**src/hw/rtl/pixel_realism_post_filter_unit_macros.svh**
```systemverilog
// Assertion macros shared by the pixel realism post filter RTL.
`ifndef PIXEL_REALISM_POST_FILTER_UNIT_MACROS_SVH
`define PIXEL_REALISM_POST_FILTER_UNIT_MACROS_SVH
`ifndef SYNTHESIS
`define PRPF_ASSERT_IMPLIES(name, pre, post) \
	name: assert property (@(posedge clk) disable iff (!arst_n) (pre) |-> (post)) \
		else $error("prpf assertion failed");
`define PRPF_ASSERT_NEXT(name, pre, post) \
	name: assert property (@(posedge clk) disable iff (!arst_n) (pre) |=> (post)) \
		else $error("prpf assertion failed");
`else
`define PRPF_ASSERT_IMPLIES(name, pre, post)
`define PRPF_ASSERT_NEXT(name, pre, post)
`endif
`endif

```
**src/hw/rtl/prpf_pkg.sv**
```systemverilog
// Shared types and constants of the pixel realism post filter.
package prpf_pkg;
	localparam int MAX_WIDTH = 1024;
	localparam int XW = $clog2(MAX_WIDTH);
	localparam int FW_W = 11;
	localparam int RW = 12;
	localparam int CFG_W = 12;
	localparam int QDEPTH = 8;
	localparam int QAW = $clog2(QDEPTH);
	localparam int QCW = $clog2(QDEPTH + 1);

	typedef logic [23:0] pixel_t;
	typedef logic [0:0] cfg_idx_t;

	localparam logic OP_PIXEL = 1'b0;
	localparam logic OP_FLUSH = 1'b1;

	localparam cfg_idx_t REG_FRAME_WIDTH = 1'b0;
	localparam cfg_idx_t REG_FRAME_HEIGHT = 1'b1;

	localparam logic [FW_W-1:0] WIDTH_RESET = 11'd960;
	localparam logic [RW-1:0] HEIGHT_RESET = 12'd400;

	localparam logic [15:0] LUMA_R = 16'd77;
	localparam logic [15:0] LUMA_G = 16'd150;
	localparam logic [15:0] LUMA_B = 16'd29;
	localparam logic [10:0] EDGE_FLOOR = 11'd80;
	localparam logic [3:0] EDGE_CAP = 4'd12;
	localparam logic signed [19:0] SAT_GAIN = 20'sd140;
	localparam logic [7:0] LUM_WARM = 8'd100;
	localparam logic [7:0] LUM_COOL = 8'd60;

	typedef struct packed {
		pixel_t center;
		pixel_t up;
		pixel_t down;
		pixel_t left;
		pixel_t right;
		logic last;
		logic done;
	} job_t;

	typedef struct packed {
		logic push;
		job_t job;
	} job_push_t;

	typedef struct packed {
		logic [QCW-1:0] count;
		logic room;
		logic not_empty;
	} queue_stat_t;

	typedef struct packed {
		logic flush_pending;
	} front_stat_t;
endpackage

```
**src/hw/rtl/prpf_queue.sv**
```systemverilog
// Short job queue between the front end and the filter pipeline.
module prpf_queue (
	input logic clk,
	input logic arst_n,
	input prpf_pkg::job_push_t job_push,
	input logic pop,
	output prpf_pkg::job_t head,
	output prpf_pkg::queue_stat_t q_stat
);
	import prpf_pkg::*;

	job_t slot_q [QDEPTH];
	logic [QAW-1:0] rd_q, wr_q;
	logic [QCW-1:0] count_q;

	always_ff @(posedge clk or negedge arst_n) begin
		if (!arst_n) begin
			rd_q <= '0;
			wr_q <= '0;
			count_q <= '0;
		end else begin
			if (job_push.push) begin
				wr_q <= wr_q + QAW'(1);
			end
			if (pop) begin
				rd_q <= rd_q + QAW'(1);
			end
			count_q <= count_q + QCW'(job_push.push) - QCW'(pop);
		end
	end

	always_ff @(posedge clk) begin
		if (job_push.push) begin
			slot_q[wr_q] <= job_push.job;
		end
	end

	assign head = slot_q[rd_q];
	// Three free slots cover the job still in the front end's read stage and
	// the second job of a flush word, which issues without a room check.
	assign q_stat.room = count_q <= QCW'(QDEPTH - 3);
	assign q_stat.not_empty = count_q != '0;
	assign q_stat.count = count_q;
endmodule

```
**config.mk**
```make
export PLATFORM = sky130hd
export DESIGN_NAME = prpf_queue
export DESIGN_NICKNAME = d
export VERILOG_FILES = /design/src/hw/rtl/pixel_realism_post_filter_unit_macros.svh /design/src/hw/rtl/prpf_pkg.sv /design/src/hw/rtl/prpf_queue.sv
export SDC_FILE = /design/constraint.sdc
export NUM_CORES = 1
export LEC_CHECK = 0
export BUFFER_PORTS_ARGS = -buffer_cell sky130_fd_sc_hd__buf_2
export CAP_MARGIN = 20
export CORE_AREA = 2 2 334 336
export CTS_BUF_LIST = sky130_fd_sc_hd__clkbuf_4
export CTS_CLUSTER_DIAMETER = 80
export DETAILED_ROUTE_END_ITERATION = 7
export DIE_AREA = 0 0 336 338
export PLACE_DENSITY_LB_ADDON = 0.05
export SLEW_MARGIN = 40
export SYNTH_ARGS = -nofsm -noshare
export SYNTH_HDL_FRONTEND = slang
export SYNTH_SLANG_ARGS = --single-unit
export TNS_END_PERCENT = 50
```
**constraint.sdc**
```tcl
create_clock -name clk -period 12.4 [get_ports clk]
set_input_delay 1.24 -clock clk [delete_from_list [all_inputs] [get_ports clk]]
set_output_delay 1.24 -clock clk [all_outputs]
set_load 0.05 [all_outputs]
```
Word-level counts from Yosys, hierarchy flattened
Memory sizes are Yosys's and may differ from the RTL's.
Cells that the tools add are included.

word-level totals
  memories kept = 1
  RAM bits = 976
  bits in latches = 0
  word-level logic and storage cells = 12
  ROM bits = 0
  bits in registers = 10
  input port bits = 126

operators by class
  bitwise gates (word level) = 0
  add/sub/neg operators = 4
  divide/modulo/power cells = 0
  $lt $le $gt $ge = 1
  mux-type cells = 2
  eq/ne operators = 0
  reductions and logical operators = 1
  multiply operators = 0
  shift operators = 0

memory list
  memory  words  width  rd ports  clocked after memory_dff  wr ports  line              text
  slot_q  8      122    1         0                         1         prpf_queue.sv:12  job_t slot_q [QDEPTH];

operators by type and width
  operator                                                                           count
  3-bit by 1-bit adder with 3-bit output (second input constant)                     2
  4-bit by 1-bit adder with 4-bit output                                             1
  4-bit by 3-bit less-or-equal comparator with 1-bit output (second input constant)  1
  4-bit nonzero test                                                                 1
  4-bit by 1-bit subtractor with 4-bit output                                        1
  1-bit 2-to-1 mux                                                                   2

Depth between registers and ports, before layout
Gate-level depths: netlist of run 1.

  depth after elaboration = 2
  mapped depth = 7
  depth with buffers taken out = 7

Least setup slack after synthesis of run 1
OpenSTA, ideal clock, no wires.

  kind = input port to flip-flop
  start point = input port job_push[122] (netlist bit)
  end point = memory slot_q[0][0] (netlist bit), enable pin
  path buffers = 0
  arrival = 9572 ps
  slack = 2076 ps
  setup time = 752 ps
  cell stages on the path = 2
  required time = 11648 ps
  path through = nand2b_1 -> nor3_1

on the way
  word-level cells in the longest chain between the ends = 2

RTL lines
  what                                    line              text
  from (decl)                             prpf_queue.sv:5   input prpf_pkg::job_push_t job_push,
  1-bit 2-to-1 mux                        prpf_queue.sv:33  if (job_push.push) begin
  1-bit 2-to-1 mux (implied by the code)  prpf_queue.sv:34  slot_q[wr_q] <= job_push.job;
  to (decl)                               prpf_queue.sv:12

Every way passes these cells.

==> results summary, run 1 <==
The number of placement rows is 122. The fmax came out at 185.7 MHz. The number of hold-slack violations in the final timing report is 0. The tightest min-delay check is of the in2reg type. The worst hold path stage count is 1. The average cell area after synthesis came out at 25.32 um^2. For this configuration, the core starts out at a cell density of 33.70%.

The worst voltage drop across the vdd grid is 0.1763 mV. STA classifies the critical path endpoint as a primary output. Of the total synthesized cell area, the portion taken by XOR and XNOR cells is 0.1417%. The fraction of layout cells with a size suffix above 1 is 51.03%.

The root buffer cell chosen for the clock tree is clkbuf_4. The signed area change from the synthesized netlist to the final layout came out at 18.47%. Using the TritonRoute via totals, the vias-per-cell ratio works out to 4.754.

The first routing iteration left 860 violations. The share of the clock period used by the worst path after layout came out at 43.42%. The count of maximum capacitance violations came out at 0. The number of antenna violations at the first check in global routing is 28.

Along the worst path, the maximum fanout reaches 40. The die area is 113,600 um^2. Entering global routing, the biggest net connects 101 pins. After filler insertion, the fill cell instance count of the layout stands at 9,946. The horizontal die dimension came out at 336 um.

The die height came out at 338 um. The detailed-route wire length per cell is 23.98 um. The total of flip-flops plus latches after synthesis is 986.

For this run, the leading register cell type out of synthesis is edfxtp_1. The top metal layer carrying routed signals is met5. The total routing resource utilization after global routing came out at 15.70%. The endpoint identified for the worst register-to-register timing path is slot_q[7][119]. Summed over all nets, wire length on met3 after detailed routing comes to 5522 um. For this design, the slowest cell found on the critical path is dfrtp_4. The detailed-router iteration count before antenna repair is 4.

The detailed route wirelength on metal2 is 43,330 um. The number of clock sinks seen by CTS came out at 986. The total routed wire length on the met1 layer is 36,740 um.

In this run the critical register-to-register path is launched from wr_q[0]. The area fraction in and, or, nand and nor cells after synthesis is 0.2024%. The power density normalized to cell area came out at 261.3 nW/um^2.

The data arrival time of the critical path is 4.14 ns. The clock insertion delay at the later pin of the skew report came out at 1.11 ns. Across all hold checks on the routed design, the worst slack comes to 0.4015 ns. For the pin with the worst max-slew slack, the measured transition is 0.8285 ns. Yosys mapped the design onto 21 distinct sky130hd cell types. The number of warnings reported in the yosys synthesis log came out at 0.

The sum of negative setup slack is 0 ns. The clock skew is 0.06403 ns. The final-report max-slew violation count was 0. The source of the worst hold timing path is job_push[105]. The leakage power came out at 14.52 nW. Measured against its own limit, the worst slew margin works out to 44.77%.

The internal reg-to-reg setup slack came out at 9.39 ns. The via count of the first global-routing pass came out at 19.61k. The first-pass GRT wire length came out at 127,700 um. Summed over all layers, the routed wires come to 87,320 um.

The sequential share of the synthesized area is 79.69%. The area of the multi-input gates came out at 7214 um^2. The critical path class is reg2out. The run finished with clean final reports. Setup repair after global routing left no endpoint under its margin.

The compound-cell area share of the yosys netlist came out at 0.05397%. The number of top-level pins is 254. The critical path startpoint category is a flop. The dominant delay contributor by cell family on the critical path is buffers and inverters. The fraction of synthesis flops using an asynchronous set or reset pin came out at 1.014%.

The minimum clock period after layout is 5.384 ns. The synthesized area came out at 37,090 um^2. Global routing finished with a remaining overflow of 0. The fraction of the mapped netlist area in adder cells came out at 0.3238%. The number of setup buffers added after CTS is 0. The remaining number of nets flagged by the antenna check after routing is 0.

The number of buffers created by CTS came out at 287. The number of I/O port buffers came out at 253. In the synthesized netlist, the number of instances is 1,465. The number of design rule violations left after detail routing is 0. The routability congestion estimate from global placement is 0.6982. The depth of the CTS H-tree came out at 5. The number of flops mapped to enable cells by yosys is 976. The critical path goes through buf_6, buf_4, buf_12, mux4_2, mux2_2, buf_2. The layout net count is 2,118. The number of buffer and inverter stages on the critical path is 4. The TritonCTS clock tree is done.

The floorplan core area is 110,100 um^2. The delay of the slowest cell on the worst path is 0.69 ns. The area taken by flip-flops and latches is 29,570 um^2.

The clock transition at the registers of the reported paths came out at 0.06 ns. Summing over every cut layer, the via total after detailed routing is 17.31k. The number of buffers between clock root and the deepest sink is 4. The number of cells on the worst reg-to-reg path is 5. The endpoint with the worst hold slack is slot_q[2][105]. For the worst setup path, the data required time is 11.16 ns. The final count of negative-setup-slack endpoints came out at 0. The multiplexer fraction of the synthesized cell area came out at 18.58%. The number of nets in the synthesized netlist is 1,600. After synthesis, the largest family of logic cells by area is multiplexers. The post-DP HPWL came out at 46,240 um.
[worst reg2reg max path: stages, from the launching register on]
cell and delay (ns):
dfrtp_1 0.49, nand2_1 0.19, nor2_4 0.59, buf_4 0.62, buf_4 0.51, buf_12 0.27
[layout by cell type, fill, tap and decap left out]
master,Yosys,final
buf_2,34,253
bufinv_16,0,5
nand2b_1,3,3
dfrtp_4,0,3
fa_1,1,1
ha_1,8,8
nor2_4,0,6
edfxtp_1,976,976
clkbuf_4,0,411
a21oi_1,1,1
clkinv_1,0,32
buf_12,0,10
inv_1,8,8
dlygate4sd3_1,0,1
a21o_1,1,1
mux2_2,124,124
dfrtp_1,10,7
mux4_2,244,244
inv_2,0,2
a22oi_1,1,1
xnor2_1,3,3
nand2_1,5,5
nand3_1,1,1
nor3_2,0,2
diode_2,0,7
clkinv_2,0,2
buf_8,0,2
xor2_1,3,3
buf_16,0,5
buf_6,6,9
buf_4,0,17
[sequential cells by signal, summed over array words and instances, names as in the netlist]
name and cells:
count_q 4, rd_q 3, slot_q 976, wr_q 3
[power breakdown]
group / switching (W) / internal (W)
combinational: 0.00280 / 0.00148
clock: 0.00127 / 0.00160
sequential: 0.000153 / 0.00418
[kinds of logic (layout without fill, tap and decap cells)]
kind of cell	after synthesis	in the layout
DFF	986	986
muxes	368	368
buffers and inverters	76	757
and+or+nand+nor	17	17
adders and majority gates	9	9
xor gates and xnor gates	6	6
AOI/OAI and AO/OA	3	3
other	0	7
[through the flow]
step	cells	utilization, %	total power [W]	instance area, um^2	setup slack (ns)
final	3641	39.92	0.01148	43940	7.016
after global routing	3636	39.91	0.01212	43930	6.589
after CTS	3631	39.84	0.01177	43850	6.574
after detailed placement	3178	36.77	0.008810	40470	7.840
after global placement	3169	36.56	0.008741	40240	7.120
after floorplan	1465	-	0.007647	37090	2.076
[repair_timing]
item,4_1_cts,5_1_grt
hold endpoints to repair,10,0
gates resized for setup,0,0
endpoints found under the setup margin,0,0
hold buffers,1,0
[cell usage after synthesis (3+ instances only)]
| master | number | share of area, % |
|---|---|---|
| dfrtp_1 | 10 | 0.67 |
| nand2b_1 | 3 | 0.051 |
| nor2_1 | 6 | 0.061 |
| xnor2_1 | 3 | 0.071 |
| xor2_1 | 3 | 0.071 |
| buf_1 | 3 | 0.030 |
| clkbuf_1 | 25 | 0.25 |
| mux4_2 | 244 | 15 |
| inv_1 | 8 | 0.081 |
| buf_2 | 34 | 0.46 |
| edfxtp_1 | 976 | 79 |
| nand2_1 | 5 | 0.051 |
| mux2_2 | 124 | 3.8 |
| ha_1 | 8 | 0.27 |
| buf_6 | 6 | 0.18 |
[area by class of cell]
| type | instances | area share, % |
|---|---|---|
| multi-input combinational | 403 | 16.42 |
| inverter | 8 | 0.06834 |
| timing repair buffer | 297 | 4.263 |
| clock inverter | 41 | 0.6549 |
| antenna | 7 | 0.03987 |
| clock buffer | 411 | 7.022 |
| tap | 1488 | 4.237 |
| sequential | 986 | 67.30 |
[metal layers]
layer  GRT usage (%)  vias up
li1                -     7491
met1           19.42     9162
met2           25.77      466
met3           5.412      160
met4           5.343       32
met5               0        -
[worst max-delay path by stage]
stage / depth (start not counted) / startpoint / end
6_report: 6 / rd_q[0] / head[110]
5_1_grt: 5 / rd_q[0] / head[76]
4_1_cts: 5 / rd_q[0] / head[103]
3_5_place_dp: 5 / rd_q[0] / head[110]
3_3_place_gp: 5 / rd_q[0] / head[79]
2_1_floorplan: 2 / job_push[122] / slot_q[0][0]
No activity file was read; power rests on OpenSTA's default activity.
==> run 2, diff against run 1 <==
==> constraint.sdc (replaced) <==
create_clock -name clk -period 4.6 [get_ports clk]
set_input_delay 0.46 -clock clk [delete_from_list [all_inputs] [get_ports clk]]
set_output_delay 0.46 -clock clk [all_outputs]
set_load 0.05 [all_outputs]
==> run 2 against run 1 <==
Net effect:
- core utilization is 1.7 points higher
- non-clock buffer count is 166 higher
- total power increased to 2.7 times the previous value
- via count grew 3.8%
- worst hold slack got worse by 0.24 ns
- critical path depth fell by 1
- final cell count grew 5.0%
- sequential cell count did not move
- sequential share of layout area decreased by 2.7 points
- first-iteration DRC count rose by 11%
- critical path type unchanged
==> results summary, run 2 (synthesis results as in run 1) <==
The number of top-level pins came out at 254. The library cells used most frequently in the layout, excluding fill and tap cells, are edfxtp_1, clkbuf_4, buf_2, mux4_2, dlygate4sd3_1. The worst-margin pin slew is 0.7902 ns. The area taken by flip-flops and latches is 29,570 um^2. After detailed routing, the number of remaining DRC violations is 0.

Data on the critical path is required at its endpoint by 4.14 ns. Derived from the worst setup path, the maximum achievable clock frequency is 245.1 MHz. The leakage power came out at 15.30 nW. The number of antenna violations at the first check in global routing was 10. The via count of the first global-routing pass came out at 20.35k. Measured in cells, the most critical reg-to-reg path has a length of 3.

The floorplan step defined a die boundary enclosing 113,600 um^2. The final-report max-slew violation count came out at 0. The number of setup buffers added after CTS came out at 0. The register with the most flip-flops in the layout has 976 of them.

The routability congestion estimate from global placement is 0.7000. The commonest non-fill, non-tap cell in the layout is edfxtp_1. For the worst setup path, the data arrival time is 3.62 ns. The detailed-router iteration count before antenna repair came out at 5. The floorplan core area came out at 110,100 um^2. The depth of the CTS H-tree came out at 5. The setup path with the least slack is of type reg2out. The met3 track utilization from global routing came out at 4.634%. The flow ran to the end, and the final reports show no timing, DRC or antenna violations. STA classifies the critical path endpoint as a primary output.

The horizontal die dimension came out at 336 um. Setup violations remaining at the end of the flow were counted as 0. The largest register by flop count is slot_q. The final routed wirelength across all metal layers is 87,590 um. The instance area after placement is 40,820 um^2.

The total routing resource utilization after global routing came out at 15.76%. The clock transition at the registers of the reported paths came out at 0.05 ns. After the last flow step, the layout net total stands at 2,289. The die height is 338 um. The number of clock sinks seen by CTS is 986. The worst slew margin relative to its limit is 47.32%. The total via count after detailed routing came out at 17.96k. In this run the most used layer during global routing was met2.

The remaining number of nets flagged by the antenna check after routing is 0. The count of maximum capacitance violations is 0. The fill cell total of the finished layout is 9,836.

The clock skew is 0.05833 ns. The worst hold path stage count came out at 2. The post-DP HPWL is 47,380 um. The number of hold-slack violations in the final timing report is 0. Global routing consumed, on the met1 layer, 19.43% of the routing resources. Using the TritonRoute via totals, the vias-per-cell ratio works out to 4.698. From synthesis to final layout, the design area changed by 23.48%. After detailed placement, the design holds a cell count of 3,191. The path class of the tightest hold or removal check is in2reg. The overflow left after global routing came out at 0. Subtracting the final worst setup slack from the clock period gives 4.081 ns.

STA classifies the critical path startpoint as a flop. VDD sags by at most 0.4073 mV. The filler-free cell count of the finished design is 3,824.

The number of DRC violations after detailed-routing iteration 0 came out at 957. The post-route cell area is 45,800 um^2. TritonCTS built the clock tree.

Of all nets on the critical path, the largest fanout is 28. The detailed-route wire length per cell came out at 22.91 um. The area of the multi-input gates came out at 7227 um^2.

The number of buffers created by CTS came out at 292. The number of placement rows came out at 122. The maximum number of pins on one net before global-route repair came out at 98. Port buffering added 253 buffers. For this configuration, the core starts out at a cell density of 33.70%. The power density normalized to cell area came out at 680.8 nW/um^2.

Setup repair after global routing left no endpoint under its margin. The clock passes through at most 4 buffers. The cell sitting at the root of the clock tree is a clkbuf_4.

Cells with a size suffix above 1 make up 47.81% of the layout. The first-pass GRT wire length came out at 129,800 um. The met2 global-route usage is 26.15%.

The final critical path takes up 88.71% of the cycle. The clock insertion delay at the later pin of the skew report is 1.13 ns. The largest registers in the layout are slot_q: 976 flops, count_q: 4 flops.
-- run 2: changes by cell type in the layout (fill, tap and decap cells not counted) --
cell / previous run / this run
dlygate4sd3_1: 1 / 156
buf_12: 10 / 33
buf_6: 9 / 0
clkinv_1: 32 / 41
inv_2: 2 / 9
clkbuf_4: 411 / 415
bufinv_16: 5 / 2
buf_16: 5 / 3
nor3_2: 2 / 0
nor3_4: 0 / 2
buf_4: 17 / 16
clkinv_2: 2 / 1
diode_2: 7 / 8
-- run 2: critical path, stage by stage, from the launching register on --
cell,delay (ns)
dfrtp_4,0.74
buf_12,0.33
buf_4,0.34
mux4_2,0.53
mux2_2,0.32
buf_2,0.23
-- run 2: metal layers --
| metal | share of wire (%) | wire, um |
|---|---|---|
| met5 | 0.080 | 70 |
| met1 | 42 | 37170 |
| met2 | 50 | 43670 |
| met3 | 5.2 | 4521 |
| met4 | 2.5 | 2158 |
-- run 2: worst paths after layout --
check | slack (ns) | startpoint | to
max | 0.52 | rd_q[0] | head[85]
min | 0.16 | job_push[64] | slot_q[3][64]
max reg2reg | 2.27 | wr_q[2] | slot_q[1][11]
min reg2reg | 0.50 | wr_q[2] | wr_q[2]
max in group asynchronous | 3.79 | arst_n | rd_q[2]
min in group asynchronous | 0.43 | arst_n | wr_q[0]
-- run 2: layout make-up --
cell class | count | share of cell area (%)
flip-flops and latches | 986 | 64.57
clock buffers | 415 | 6.803
multi-input cells | 403 | 15.78
diodes | 8 | 0.04371
clock inverters | 53 | 0.5519
well taps | 1488 | 4.065
repair buffers | 463 | 8.125
inverters | 8 | 0.06557
-- run 2: timing repair --
action / 4_1_cts / 5_1_grt
resized for setup: 0 / 0
hold buffers: 156 / 0
endpoints found under the hold margin: 996 / 0
setup endpoints to repair: 0 / 0
-- run 2: through the flow --
stage | power [W] | setup slack [ns] | setup TNS, ns | utilization (%) | hold slack [ns]
floorplan | 0.02057 | -1.701 | -1526.03 | - | 0.1644
global placement | 0.02387 | 1.532 | 0 | 36.98 | 0.3389
detailed placement | 0.02398 | 1.530 | 0 | 37.09 | 0.3408
CTS | 0.03198 | 0.2539 | 0 | 41.57 | 0.001149
global route | 0.03293 | 0.2053 | 0 | 41.61 | 0.04013
finish | 0.03118 | 0.5195 | 0 | 41.61 | 0.1648
-- run 2: report_power, final --
group          internal, W  total (W)  switching (W)
Combinational      0.00425     0.0118        0.00757
Clock              0.00420    0.00766        0.00346
Sequential          0.0113     0.0117       0.000435
Total               0.0197     0.0312         0.0115
