**src/hw/rtl/pixel_realism_post_filter_unit_macros.svh**
```systemverilog
// Assertion macros shared by the pixel realism post filter RTL.
`ifndef PIXEL_REALISM_POST_FILTER_UNIT_MACROS_SVH
`define PIXEL_REALISM_POST_FILTER_UNIT_MACROS_SVH
`ifndef SYNTHESIS
`define PRPF_ASSERT_IMPLIES(name, pre, post) \
	name: assert property (@(posedge clk) disable iff (!arst_n) (pre) |-> (post)) \
		else $error("prpf assertion failed");
`define PRPF_ASSERT_NEXT(name, pre, post) \
	name: assert property (@(posedge clk) disable iff (!arst_n) (pre) |=> (post)) \
		else $error("prpf assertion failed");
`else
`define PRPF_ASSERT_IMPLIES(name, pre, post)
`define PRPF_ASSERT_NEXT(name, pre, post)
`endif
`endif

```
**src/hw/rtl/prpf_pkg.sv**
```systemverilog
// Shared types and constants of the pixel realism post filter.
package prpf_pkg;
	localparam int MAX_WIDTH = 1024;
	localparam int XW = $clog2(MAX_WIDTH);
	localparam int FW_W = 11;
	localparam int RW = 12;
	localparam int CFG_W = 12;
	localparam int QDEPTH = 8;
	localparam int QAW = $clog2(QDEPTH);
	localparam int QCW = $clog2(QDEPTH + 1);

	typedef logic [23:0] pixel_t;
	typedef logic [0:0] cfg_idx_t;

	localparam logic OP_PIXEL = 1'b0;
	localparam logic OP_FLUSH = 1'b1;

	localparam cfg_idx_t REG_FRAME_WIDTH = 1'b0;
	localparam cfg_idx_t REG_FRAME_HEIGHT = 1'b1;

	localparam logic [FW_W-1:0] WIDTH_RESET = 11'd960;
	localparam logic [RW-1:0] HEIGHT_RESET = 12'd400;

	localparam logic [15:0] LUMA_R = 16'd77;
	localparam logic [15:0] LUMA_G = 16'd150;
	localparam logic [15:0] LUMA_B = 16'd29;
	localparam logic [10:0] EDGE_FLOOR = 11'd80;
	localparam logic [3:0] EDGE_CAP = 4'd12;
	localparam logic signed [19:0] SAT_GAIN = 20'sd140;
	localparam logic [7:0] LUM_WARM = 8'd100;
	localparam logic [7:0] LUM_COOL = 8'd60;

	typedef struct packed {
		pixel_t center;
		pixel_t up;
		pixel_t down;
		pixel_t left;
		pixel_t right;
		logic last;
		logic done;
	} job_t;

	typedef struct packed {
		logic push;
		job_t job;
	} job_push_t;

	typedef struct packed {
		logic [QCW-1:0] count;
		logic room;
		logic not_empty;
	} queue_stat_t;

	typedef struct packed {
		logic flush_pending;
	} front_stat_t;
endpackage

```
**src/hw/rtl/prpf_stream_if.sv**
```systemverilog


interface prpf_out_if;
	logic valid;
	logic ready;
	prpf_pkg::pixel_t pixel_out;
	logic last_of_run;
	logic frame_done;
	modport source(output valid, output pixel_out, output last_of_run, output frame_done,
		input ready);
	modport sink(input valid, input pixel_out, input last_of_run, input frame_done,
		output ready);
endinterface

```
**src/hw/rtl/prpf_back.sv**
```systemverilog
// Filter pipeline: contrast, edge darkening, saturation, grading, de-banding.
module prpf_back (
	input logic clk,
	input logic arst_n,
	input prpf_pkg::job_t head,
	input prpf_pkg::queue_stat_t q_stat,
	output logic pop,
	prpf_out_if.source out_ch
);
	import prpf_pkg::*;

	function automatic logic [7:0] luma(input pixel_t p);
		logic [15:0] s;
		s = LUMA_R * 16'(p[23:16]) + LUMA_G * 16'(p[15:8]) + LUMA_B * 16'(p[7:0]);
		return s[15:8];
	endfunction

	function automatic logic [7:0] absd(input logic [7:0] a, input logic [7:0] b);
		return (a > b) ? a - b : b - a;
	endfunction

	function automatic logic signed [10:0] shade(input logic [7:0] c,
		input logic signed [10:0] cd, input logic [3:0] ao);
		return 11'(signed'({3'b000, c})) + cd - signed'({7'b0, ao});
	endfunction

	function automatic logic signed [11:0] sat(input logic signed [10:0] v,
		input logic signed [10:0] grey);
		logic signed [11:0] d;
		logic signed [19:0] p;
		d = 12'(v) - 12'(grey);
		p = 20'(d) * SAT_GAIN;
		return 12'(grey) + 12'(p >>> 7);
	endfunction

	// A channel 3 to 5 away from both horizontal neighbors is blended toward them.
	function automatic logic signed [11:0] deband(input logic signed [11:0] v,
		input logic [7:0] l, input logic [7:0] r);
		logic signed [12:0] dl, dr;
		logic [12:0] adl, adr;
		logic signed [13:0] t;
		logic [13:0] mag;
		logic [28:0] prod;
		logic signed [11:0] qs;
		dl = 13'(v) - signed'({5'b0, l});
		dr = 13'(v) - signed'({5'b0, r});
		adl = (dl < 0) ? unsigned'(-dl) : unsigned'(dl);
		adr = (dr < 0) ? unsigned'(-dr) : unsigned'(dr);
		t = (14'(v) <<< 1) + 14'(v) + signed'({6'b0, l}) + signed'({6'b0, r});
		mag = (t < 0) ? unsigned'(-t) : unsigned'(t);
		prod = 29'(mag) * 29'd13108;
		qs = signed'({1'b0, prod[26:16]});
		if ((adl inside {[13'd3:13'd5]}) && (adr inside {[13'd3:13'd5]})) begin
			return (t < 0) ? -qs : qs;
		end
		return v;
	endfunction

	function automatic logic [7:0] clamp8(input logic signed [11:0] v);
		if (v < 0) begin
			return 8'd0;
		end
		if (v > 12'sd255) begin
			return 8'd255;
		end
		return v[7:0];
	endfunction

	logic en;
	assign en = !out_ch.valid || out_ch.ready;
	assign pop = en && q_stat.not_empty;

	// Stage 1: luminances and edge strength.
	logic [7:0] lum_c;
	logic [9:0] nsum;
	logic [10:0] edge_c;
	pixel_t nb [4];
	always_comb begin
		nb[0] = head.up;
		nb[1] = head.down;
		nb[2] = head.left;
		nb[3] = head.right;
		lum_c = luma(head.center);
		nsum = '0;
		edge_c = '0;
		for (int k = 0; k < 4; k++) begin
			nsum = nsum + 10'(luma(nb[k]));
			edge_c = edge_c + 11'(absd(head.center[23:16], nb[k][23:16]))
				+ 11'(absd(head.center[15:8], nb[k][15:8]));
		end
	end

	logic v_s1, last_s1, done_s1;
	pixel_t c_s1, lf_s1, rt_s1;
	logic [7:0] lum_s1, avg_s1;
	logic [10:0] edge_s1;

	// Stage 2: contrast boost and capped edge darkening.
	logic signed [12:0] dx, d12;
	logic signed [10:0] cd;
	logic [10:0] eo;
	logic [3:0] ao;
	always_comb begin
		dx = 13'(signed'({1'b0, lum_s1})) - 13'(signed'({1'b0, avg_s1}));
		d12 = (dx <<< 3) + (dx <<< 2);
		cd = 11'(d12 >>> 7);
		eo = (edge_s1 - EDGE_FLOOR) >> 3;
		if (edge_s1 <= EDGE_FLOOR) begin
			ao = '0;
		end else if (eo > 11'(EDGE_CAP)) begin
			ao = EDGE_CAP;
		end else begin
			ao = eo[3:0];
		end
	end

	logic v_s2, last_s2, done_s2;
	logic signed [10:0] r_s2, g_s2, b_s2;
	logic [7:0] lum_s2;
	pixel_t lf_s2, rt_s2;

	// Stage 3: grey level, sum divided by three truncating toward zero.
	logic signed [12:0] sum3;
	logic [12:0] mag3;
	logic [29:0] prod3;
	logic signed [10:0] gq, grey;
	always_comb begin
		sum3 = 13'(r_s2) + 13'(g_s2) + 13'(b_s2);
		mag3 = (sum3 < 0) ? unsigned'(-sum3) : unsigned'(sum3);
		prod3 = 30'(mag3) * 30'd43691;
		gq = signed'({1'b0, prod3[26:17]});
		grey = (sum3 < 0) ? -gq : gq;
	end

	logic v_s3, last_s3, done_s3;
	logic signed [10:0] r_s3, g_s3, b_s3, grey_s3;
	logic [7:0] lum_s3;
	pixel_t lf_s3, rt_s3;

	// Stage 4: saturation and warm or cool grading.
	logic signed [11:0] r4n, g4n, b4n;
	logic [7:0] wd, cdiff;
	logic [3:0] wm, cl;
	always_comb begin
		r4n = sat(r_s3, grey_s3);
		g4n = sat(g_s3, grey_s3);
		b4n = sat(b_s3, grey_s3);
		wd = (lum_s3 - LUM_WARM) >> 4;
		cdiff = (LUM_COOL - lum_s3) >> 4;
		wm = wd[3:0];
		cl = cdiff[3:0];
		if (lum_s3 > LUM_WARM) begin
			r4n = r4n + signed'({8'b0, wm});
			g4n = g4n + signed'({9'b0, wm[3:1]});
		end
		if (lum_s3 < LUM_COOL) begin
			b4n = b4n + signed'({8'b0, cl});
			r4n = r4n - signed'({9'b0, cl[3:1]});
		end
	end

	logic v_s4, last_s4, done_s4;
	logic signed [11:0] r_s4, g_s4, b_s4;
	pixel_t lf_s4, rt_s4;

	always_ff @(posedge clk or negedge arst_n) begin
		if (!arst_n) begin
			v_s1 <= 1'b0;
			v_s2 <= 1'b0;
			v_s3 <= 1'b0;
			v_s4 <= 1'b0;
			out_ch.valid <= 1'b0;
		end else if (en) begin
			v_s1 <= pop;
			v_s2 <= v_s1;
			v_s3 <= v_s2;
			v_s4 <= v_s3;
			out_ch.valid <= v_s4;
		end
	end

	always_ff @(posedge clk) begin
		if (en) begin
			c_s1 <= head.center;
			lf_s1 <= head.left;
			rt_s1 <= head.right;
			lum_s1 <= lum_c;
			avg_s1 <= nsum[9:2];
			edge_s1 <= edge_c;
			last_s1 <= head.last;
			done_s1 <= head.done;

			r_s2 <= shade(c_s1[23:16], cd, ao);
			g_s2 <= shade(c_s1[15:8], cd, ao);
			b_s2 <= shade(c_s1[7:0], cd, ao);
			lum_s2 <= lum_s1;
			lf_s2 <= lf_s1;
			rt_s2 <= rt_s1;
			last_s2 <= last_s1;
			done_s2 <= done_s1;

			r_s3 <= r_s2;
			g_s3 <= g_s2;
			b_s3 <= b_s2;
			grey_s3 <= grey;
			lum_s3 <= lum_s2;
			lf_s3 <= lf_s2;
			rt_s3 <= rt_s2;
			last_s3 <= last_s2;
			done_s3 <= done_s2;

			r_s4 <= r4n;
			g_s4 <= g4n;
			b_s4 <= b4n;
			lf_s4 <= lf_s3;
			rt_s4 <= rt_s3;
			last_s4 <= last_s3;
			done_s4 <= done_s3;

			out_ch.pixel_out <= {clamp8(deband(r_s4, lf_s4[23:16], rt_s4[23:16])),
				clamp8(deband(g_s4, lf_s4[15:8], rt_s4[15:8])),
				clamp8(deband(b_s4, lf_s4[7:0], rt_s4[7:0]))};
			out_ch.last_of_run <= last_s4;
			out_ch.frame_done <= done_s4;
		end
	end
endmodule

```
**src/flat_wrapper.sv**
```systemverilog
// flat-port wrapper written by rule: the top's interface ports become plain ports
module prpf_back_flat import prpf_pkg::*;
  (clk, arst_n, head, q_stat, pop, out_ch_valid, out_ch_pixel_out, out_ch_last_of_run, out_ch_frame_done, out_ch_ready);
  prpf_out_if out_ch_i ();
  input logic clk;
  input logic arst_n;
  input prpf_pkg::job_t head;
  input prpf_pkg::queue_stat_t q_stat;
  output logic pop;
  output wire logic [$bits(out_ch_i.valid)-1:0] out_ch_valid;
  output wire logic [$bits(out_ch_i.pixel_out)-1:0] out_ch_pixel_out;
  output wire logic [$bits(out_ch_i.last_of_run)-1:0] out_ch_last_of_run;
  output wire logic [$bits(out_ch_i.frame_done)-1:0] out_ch_frame_done;
  input wire logic [$bits(out_ch_i.ready)-1:0] out_ch_ready;
  assign out_ch_valid = out_ch_i.valid;
  assign out_ch_pixel_out = out_ch_i.pixel_out;
  assign out_ch_last_of_run = out_ch_i.last_of_run;
  assign out_ch_frame_done = out_ch_i.frame_done;
  assign out_ch_i.ready = out_ch_ready;
  prpf_back u_core (.clk(clk), .arst_n(arst_n), .head(head), .q_stat(q_stat), .pop(pop), .out_ch(out_ch_i));
endmodule
```
**config.mk**
```make
export PLATFORM = sky130hd
export DESIGN_NAME = prpf_back_flat
export DESIGN_NICKNAME = d
export VERILOG_FILES = /design/src/hw/rtl/pixel_realism_post_filter_unit_macros.svh /design/src/hw/rtl/prpf_pkg.sv /design/src/hw/rtl/prpf_stream_if.sv /design/src/hw/rtl/prpf_back.sv /design/src/flat_wrapper.sv
export SDC_FILE = /design/constraint.sdc
export NUM_CORES = 2
export LEC_CHECK = 0
export BUFFER_PORTS_ARGS = -buffer_cell sky130_fd_sc_hd__buf_2
export CAP_MARGIN = 20
export CORE_MARGIN = 1.5
export CORE_UTILIZATION = 55
export CTS_CLUSTER_SIZE = 24
export DETAILED_ROUTE_END_ITERATION = 10
export HOLD_SLACK_MARGIN = 0.03
export PLACE_DENSITY_LB_ADDON = 0.1
export SETUP_SLACK_MARGIN = 0.1
export SYNTH_ARGS = -nofsm -noshare
export SYNTH_HDL_FRONTEND = slang
export SYNTH_SLANG_ARGS = --single-unit
```
**constraint.sdc**
```tcl
create_clock -name clk -period 14.15 [get_ports clk]
set_clock_uncertainty 0.2 [all_clocks]
set_input_delay 1.415 -clock clk [delete_from_list [all_inputs] [get_ports clk]]
set_output_delay 1.415 -clock clk [all_outputs]
set_load 0.005 [all_outputs]
```
**Word-level counts from Yosys, hierarchy flattened**

Cells that the tools add are included.

- Add/sub/neg operators: 88
- $mul: 22
- $lt $le $gt $ge: 40
- Multiplexer cells: 70
- Reduce and logical (&&, ||, !) cells: 12

Operator list:

| cell | number |
|---|---|
| two-way mux 12 bit | 16 |
| two-way mux 8 bit | 20 |
| multiplier 7 x 8 -> 15 bit (first input constant) | 10 |
| subtractor 8 bit | 16 |
| < comparator 13 x 1 -> 1 bit (second input constant) | 7 |
| two-way mux 13 bit | 7 |
| negation 13 bit | 7 |
| adder 14 x 9 -> 14 bit | 6 |
| adder 15 x 16 -> 16 bit | 5 |
| adder 16 x 13 -> 16 bit | 5 |
| greater-or-equal comparator 13 x 2 -> 1 bit (second input constant) | 6 |
| less-or-equal comparator 13 x 3 -> 1 bit (second input constant) | 6 |
| subtractor 12 x 9 -> 13 bit | 6 |
| multiplier 14 x 12 -> 25 bit (second input constant) | 3 |
| adder 11 x 8 -> 11 bit | 6 |
| multiplier 5 x 8 -> 13 bit (first input constant) | 5 |
| > comparator 8 bit | 8 |
| multiplier 12 x 7 -> 17 bit (second input constant) | 3 |
| adder 13 x 12 -> 14 bit | 3 |
| < comparator 14 x 1 -> 1 bit (second input constant) | 3 |
| two-way mux 14 bit | 3 |
| negation 14 bit | 3 |
| adder 11 x 12 -> 12 bit | 3 |
| > comparator 12 x 9 -> 1 bit (second input constant) | 3 |
| other kinds (28) | 72 |

- Register bits: 411
- Input port bits: 131
- Output and inout port bits: 28
- Word-level logic and storage cells: 273

**Depth between registers and ports, before layout**

- Depth in word-level cells: 18
- Mapped depth: 40
- Mapped depth without buffers: 39

**Worst setup path before layout**

OpenSTA, ideal clock, no wires.

- Path type: input-to-output
- Start point: input port out_ch_ready
- End point: output port pop
- Arrival: 13.566 ns
- Data required time: 12.535 ns
- Slack: -1.031 ns
- Stages: 3
- Buffers on the path: 1
- Path through: nand2b_1 -> clkbuf_1 -> and2_1

- Word-level cells in the longest chain between the ends: 2

Ends and longest elaborated chain:

| what | RTL line | RTL |
|---|---|---|
| start: declaration | flat_wrapper.sv:14 | `input wire logic [$bits(out_ch_i.ready)-1:0] out_ch_ready;` |
| logical OR 1 bit | prpf_back.sv:70 | `assign en = !out_ch.valid \|\| out_ch.ready;` |
| logical AND 1 bit | prpf_back.sv:71 | `assign pop = en && q_stat.not_empty;` |
| end: declaration | flat_wrapper.sv:9 | `output logic pop;` |

No other way between the ends.

**Worst setup path after layout**

- Start point: register u_core.b_s4[1]
- End point: register u_core.out_ch.pixel_out[0] (data pin)

- Word-level cells in the longest chain between the ends: 17
- Elaborated cells on any way between the ends: 39

Ends and longest elaborated chain:

| what | RTL line | RTL |
|---|---|---|
| start: declaration | prpf_back.sv:163 | `logic signed [11:0] r_s4, g_s4, b_s4;` |
| start signal: assignment | prpf_back.sv:214 | `b_s4 <= b4n;` |
| adder 13 x 12 -> 14 bit | prpf_back.sv:49 | `t = (14'(v) <<< 1) + 14'(v) + signed'({6'b0, l}) + signed'({6'b0, r});` |
| adder 14 x 9 -> 14 bit (2 in a row) | prpf_back.sv:49 |  |
| negation 14 bit / < comparator 14 x 1 -> 1 bit (equally long branches) | prpf_back.sv:50, prpf_back.sv:54 |  |
| two-way mux 14 bit | prpf_back.sv:50 | `mag = (t < 0) ? unsigned'(-t) : unsigned'(t);` |
| multiplier 14 x 12 -> 25 bit | prpf_back.sv:51 | `prod = 29'(mag) * 29'd13108;` |
| negation 11 -> 12 bit | prpf_back.sv:54 | `return (t < 0) ? -qs : qs;` |
| two-way mux 12 bit | prpf_back.sv:54 |  |
| two-way mux 12 bit | prpf_back.sv:53 | `if ((adl inside {[13'd3:13'd5]}) && (adr inside {[13'd3:13'd5]})) begin` |
| two-way mux 12 bit * | prpf_back.sv:56 | `return v;` |
| two-way mux 12 bit * | prpf_back.sv:183 | `if (en) begin` |
| > comparator 12 x 9 -> 1 bit | prpf_back.sv:63 | `if (v > 12'sd255) begin` |
| two-way mux 1 bit (2 in a row) | prpf_back.sv:63 |  |
| two-way mux 1 bit | prpf_back.sv:183 |  |
| two-way mux 8 bit | prpf_back.sv:66 | `return v[7:0];` |
| two-way mux 8 bit * | prpf_back.sv:63 |  |
| end signal: assignment | prpf_back.sv:220 | `out_ch.pixel_out <= {clamp8(deband(r_s4, lf_s4[23:16], rt_s4[23:16])),` |
| end: declaration | prpf_stream_if.sv:9 | `modport source(output valid, output pixel_out, output last_of_run, output frame_done,` |

Mark *: on every way between the ends. The rest lies on a longest branch, timed or not. The select of a mux whose other input is x is not followed.
A chain may end at the register's enable or synchronous reset.

==> impl_metrics.py <==
metrics = {
    "setup_path": {
        "end_kind": "flip-flop",
        "path_max_fanout": 24,
        "crit_type": "reg2reg",
        "cp.arrival_ns": 11.53,
        "cpPeakStageDelay_ns": 0.65,
        "cp.required_ns": 14.29,
        "cp_slowest_cell": "edfxtp_1",
        "crit_path_start_kind": "flip-flop",
    },
    "synth": {
        "synth_top_area_share_pct": 23.8,
        "synth_area_sq_um": 67800,
        "yosys_most_used_dff": "edfxtp_1",
        "synth_nets": 9126,
        "yosysSeqAreaShare_pct": 18.2,
        "synth_most_common_cell": "inv_1",
        "avgSynthCellArea_sq_um": 9.60,
        "synth_commonest_cells": "1482 x inv_1, 1290 x ha_1, 642 x fa_1",
        "synth_edf_count": 406,
        "ys_warn_count": 0,
        "async_reset_ff_share_pct": 1.22,
        "synth_cells": 7063,
        "synth.distinct_cells": 101,
        "synth_top_cell_by_area": "ha_1",
        "synth.area.top_cells": "ha_1 24%, fa_1 19%, edfxtp_1 18%",
        "synth_seq_cells": 411,
    },
    "cts": {
        "cts_resized": 0,
        "cts.reportedPaths.clkPinSlew_ns": 0.06,
        "cts-root-buf": "clkbuf_16",
        "cts_tree": "done",
        "cts_hold_buf": 0,
        "numCtsBuffers": 46,
        "h-tree-depth": 2,
        "insertion_delay_ns": 0.62,
        "cts_num_sinks": 411,
        "clock_tree.buffer_depth": 3,
        "post-cts-setup-buffers": 0,
    },
    "timing": {
        "relSlewSlack_pct": 30.6,
        "fin_crit_sh_pct": 80.5,
        "rsz0062_at_grt": "false",
        "timing.final.crit_period_ns": 11.39,
        "timing.fmax_mhz": 87.8,
        "setup-tns-final_ns": 0,
        "drv_slew": 0,
        "finalHoldViolCount": 0,
        "setup_viol": 0,
        "worst_pin_slew_ns": 1.03,
    },
    "finish": {
        "finalNetCount": 9281,
        "regArea_sq_um": 12300,
        "multi_input_area_sq_um": 49700,
        "layout-drive-gt1-share_pct": 4.69,
        "area_delta_synth_final_pct": 6.30,
        "utilization_pct": 59.1,
        "fillers": 10600,
    },
    "floorplan": {
        "ios": 159,
        "std_cell_rows": 128,
        "die_h_microns": 354,
        "coreArea_sq_um": 122000,
        "start_util_pct": 55.6,
        "die_x_microns": 354,
        "die-area_sq_um": 125000,
    },
    "global_routing": {
        "grt_pass1_wl_microns": 254000,
        "grt_start_max_net_pins": 179,
        "antenna_found_initial": 4,
        "grt_overflow": 0,
        "grt_pass1_vias": 49800,
        "track_usage_pct": 25.2,
    },
    "placement": {
        "gp_congestion": 0.923,
        "place_hpwl_microns": 131000,
        "portBuffers": 153,
    },
    "run": {
        "cap_violations": 0,
    },
    "detailed_routing": {
        "drtAntennaViolNets": 0,
        "wl_per_cell_microns": 17.4,
        "drt-initial-drc-count": 2520,
        "viasPerCell": 5.49,
        "vias": 48700,
        "firstDrtPassIters": 5,
        "wl_microns": 154000,
        "post-route-drc-count": 0,
    },
    "hold_path": {
        "hp-class": "reg2reg",
    },
    "status": {
        "status": "complete, no violations",
    },
}
-- cell families (layout without fill, tap and decap cells) --
logic type	after synthesis	after routing	synth area share, %
other	0	1	0
muxes	90	90	1.40
DFF	411	411	18.2
buffers and inverters	1544	1734	8.57
adders and majority gates	1932	1932	42.8
xor gates and xnor gates	566	566	7.37
AOI/OAI and AO/OA	1304	1304	12.8
and+or+nand+nor	1216	1216	8.99
-- placed cells by master, fill, tap and decap left out, types with 70 or more instances in the layout --
cell type,n
nand2_1,244
o21a_1,80
edfxtp_1,406
fa_1,642
a21oi_1,321
ha_1,1290
nor3_1,118
nor2b_1,70
xor2_1,187
xnor2_1,375
nor2_1,338
inv_1,1482
o21ai_0,254
a21o_1,160
buf_2,153
-- cell type report --
cell class,instances,area share (%)
antenna,1,0.00347
clock inverter,29,0.538
tap,1625,2.82
timing repair buffer,167,1.23
multi-input combinational,5108,69.0
clock buffer,54,1.64
sequential,411,17.1
inverter,1484,7.73
-- per-layer routing --
| layer | vias up | GRT usage [%] | routed length (microns) |
|---|---|---|---|
| li1 | 24300 | - | - |
| met1 | 23400 | 33.4 | 70000 |
| met2 | 809 | 44.1 | 74800 |
| met3 | 202 | 2.20 | 5420 |
| met4 | 2 | 6.63 | 4280 |
| met5 | - | 0 | 11 |
-- worst max-delay path, delay by kind of cell, from the launching register on --
kind            cells  cell delay, ns
buf+inv             5            0.64
xor+xnor            3            0.64
simple gates       10            2.36
flops               1            0.65
compound gates     10            2.62
fa+ha+maj          10            3.97
-- metrics by stage --
step	worst slack (ns)	instances	area [sq um]	hold WS, ns
detailed placement	2.75	8794	70500	0.205
floorplan	3.61	7063	67800	0.200
CTS	2.71	8877	72100	0.197
global route	2.13	8878	72100	0.207
global placement	2.91	8794	70500	0.201
finish	2.76	8879	72100	0.200
-- sequential cells by signal (all words and copies together), names as in the netlist, 11 cells and up --
name / flops
u_core.b_s4: 12
u_core.g_s4: 12
u_core.lf_s1: 24
u_core.r_s4: 12
u_core.b_s3: 11
u_core.g_s2: 11
u_core.r_s3: 11
u_core.rt_s1: 24
u_core.c_s1: 24
u_core.grey_s3: 11
u_core.r_s2: 11
u_core.g_s3: 11
u_core.lf_s3: 24
u_core.b_s2: 11
u_core.edge_s1: 11
u_core.rt_s3: 24
u_core.rt_s4: 24
u_core.lf_s2: 24
u_core.rt_s2: 24
u_core.out_ch.pixel_out: 24
u_core.lf_s4: 24
-- final timing paths --
kind / from / to / slack [ns] / depth (start not counted)
worst max-delay path: u_core.b_s4[1]$_DFFE_PN_ / u_core.out_ch.pixel_out[0]$_SDFFCE_PN0N_ / 2.76 / 38
worst min-delay path: u_core.lf_s3[11]$_DFFE_PN_ / u_core.lf_s4[11]$_DFFE_PN_ / 0.20 / 0
worst max register to register: u_core.b_s4[1]$_DFFE_PN_ / u_core.out_ch.pixel_out[0]$_SDFFCE_PN0N_ / 2.76 / 38
worst min register to register: u_core.lf_s3[11]$_DFFE_PN_ / u_core.lf_s4[11]$_DFFE_PN_ / 0.20 / 0
max in group asynchronous: arst_n / u_core.v_s4$_DFFE_PN0N_ / 13.19 / 1
min in group asynchronous: arst_n / u_core.v_s1$_DFFE_PN0N_ / 0.43 / 1
Power is left out: the tool's default activity adds up to more than one toggle a clock period on the data nets, which glitch-free logic cannot reach.
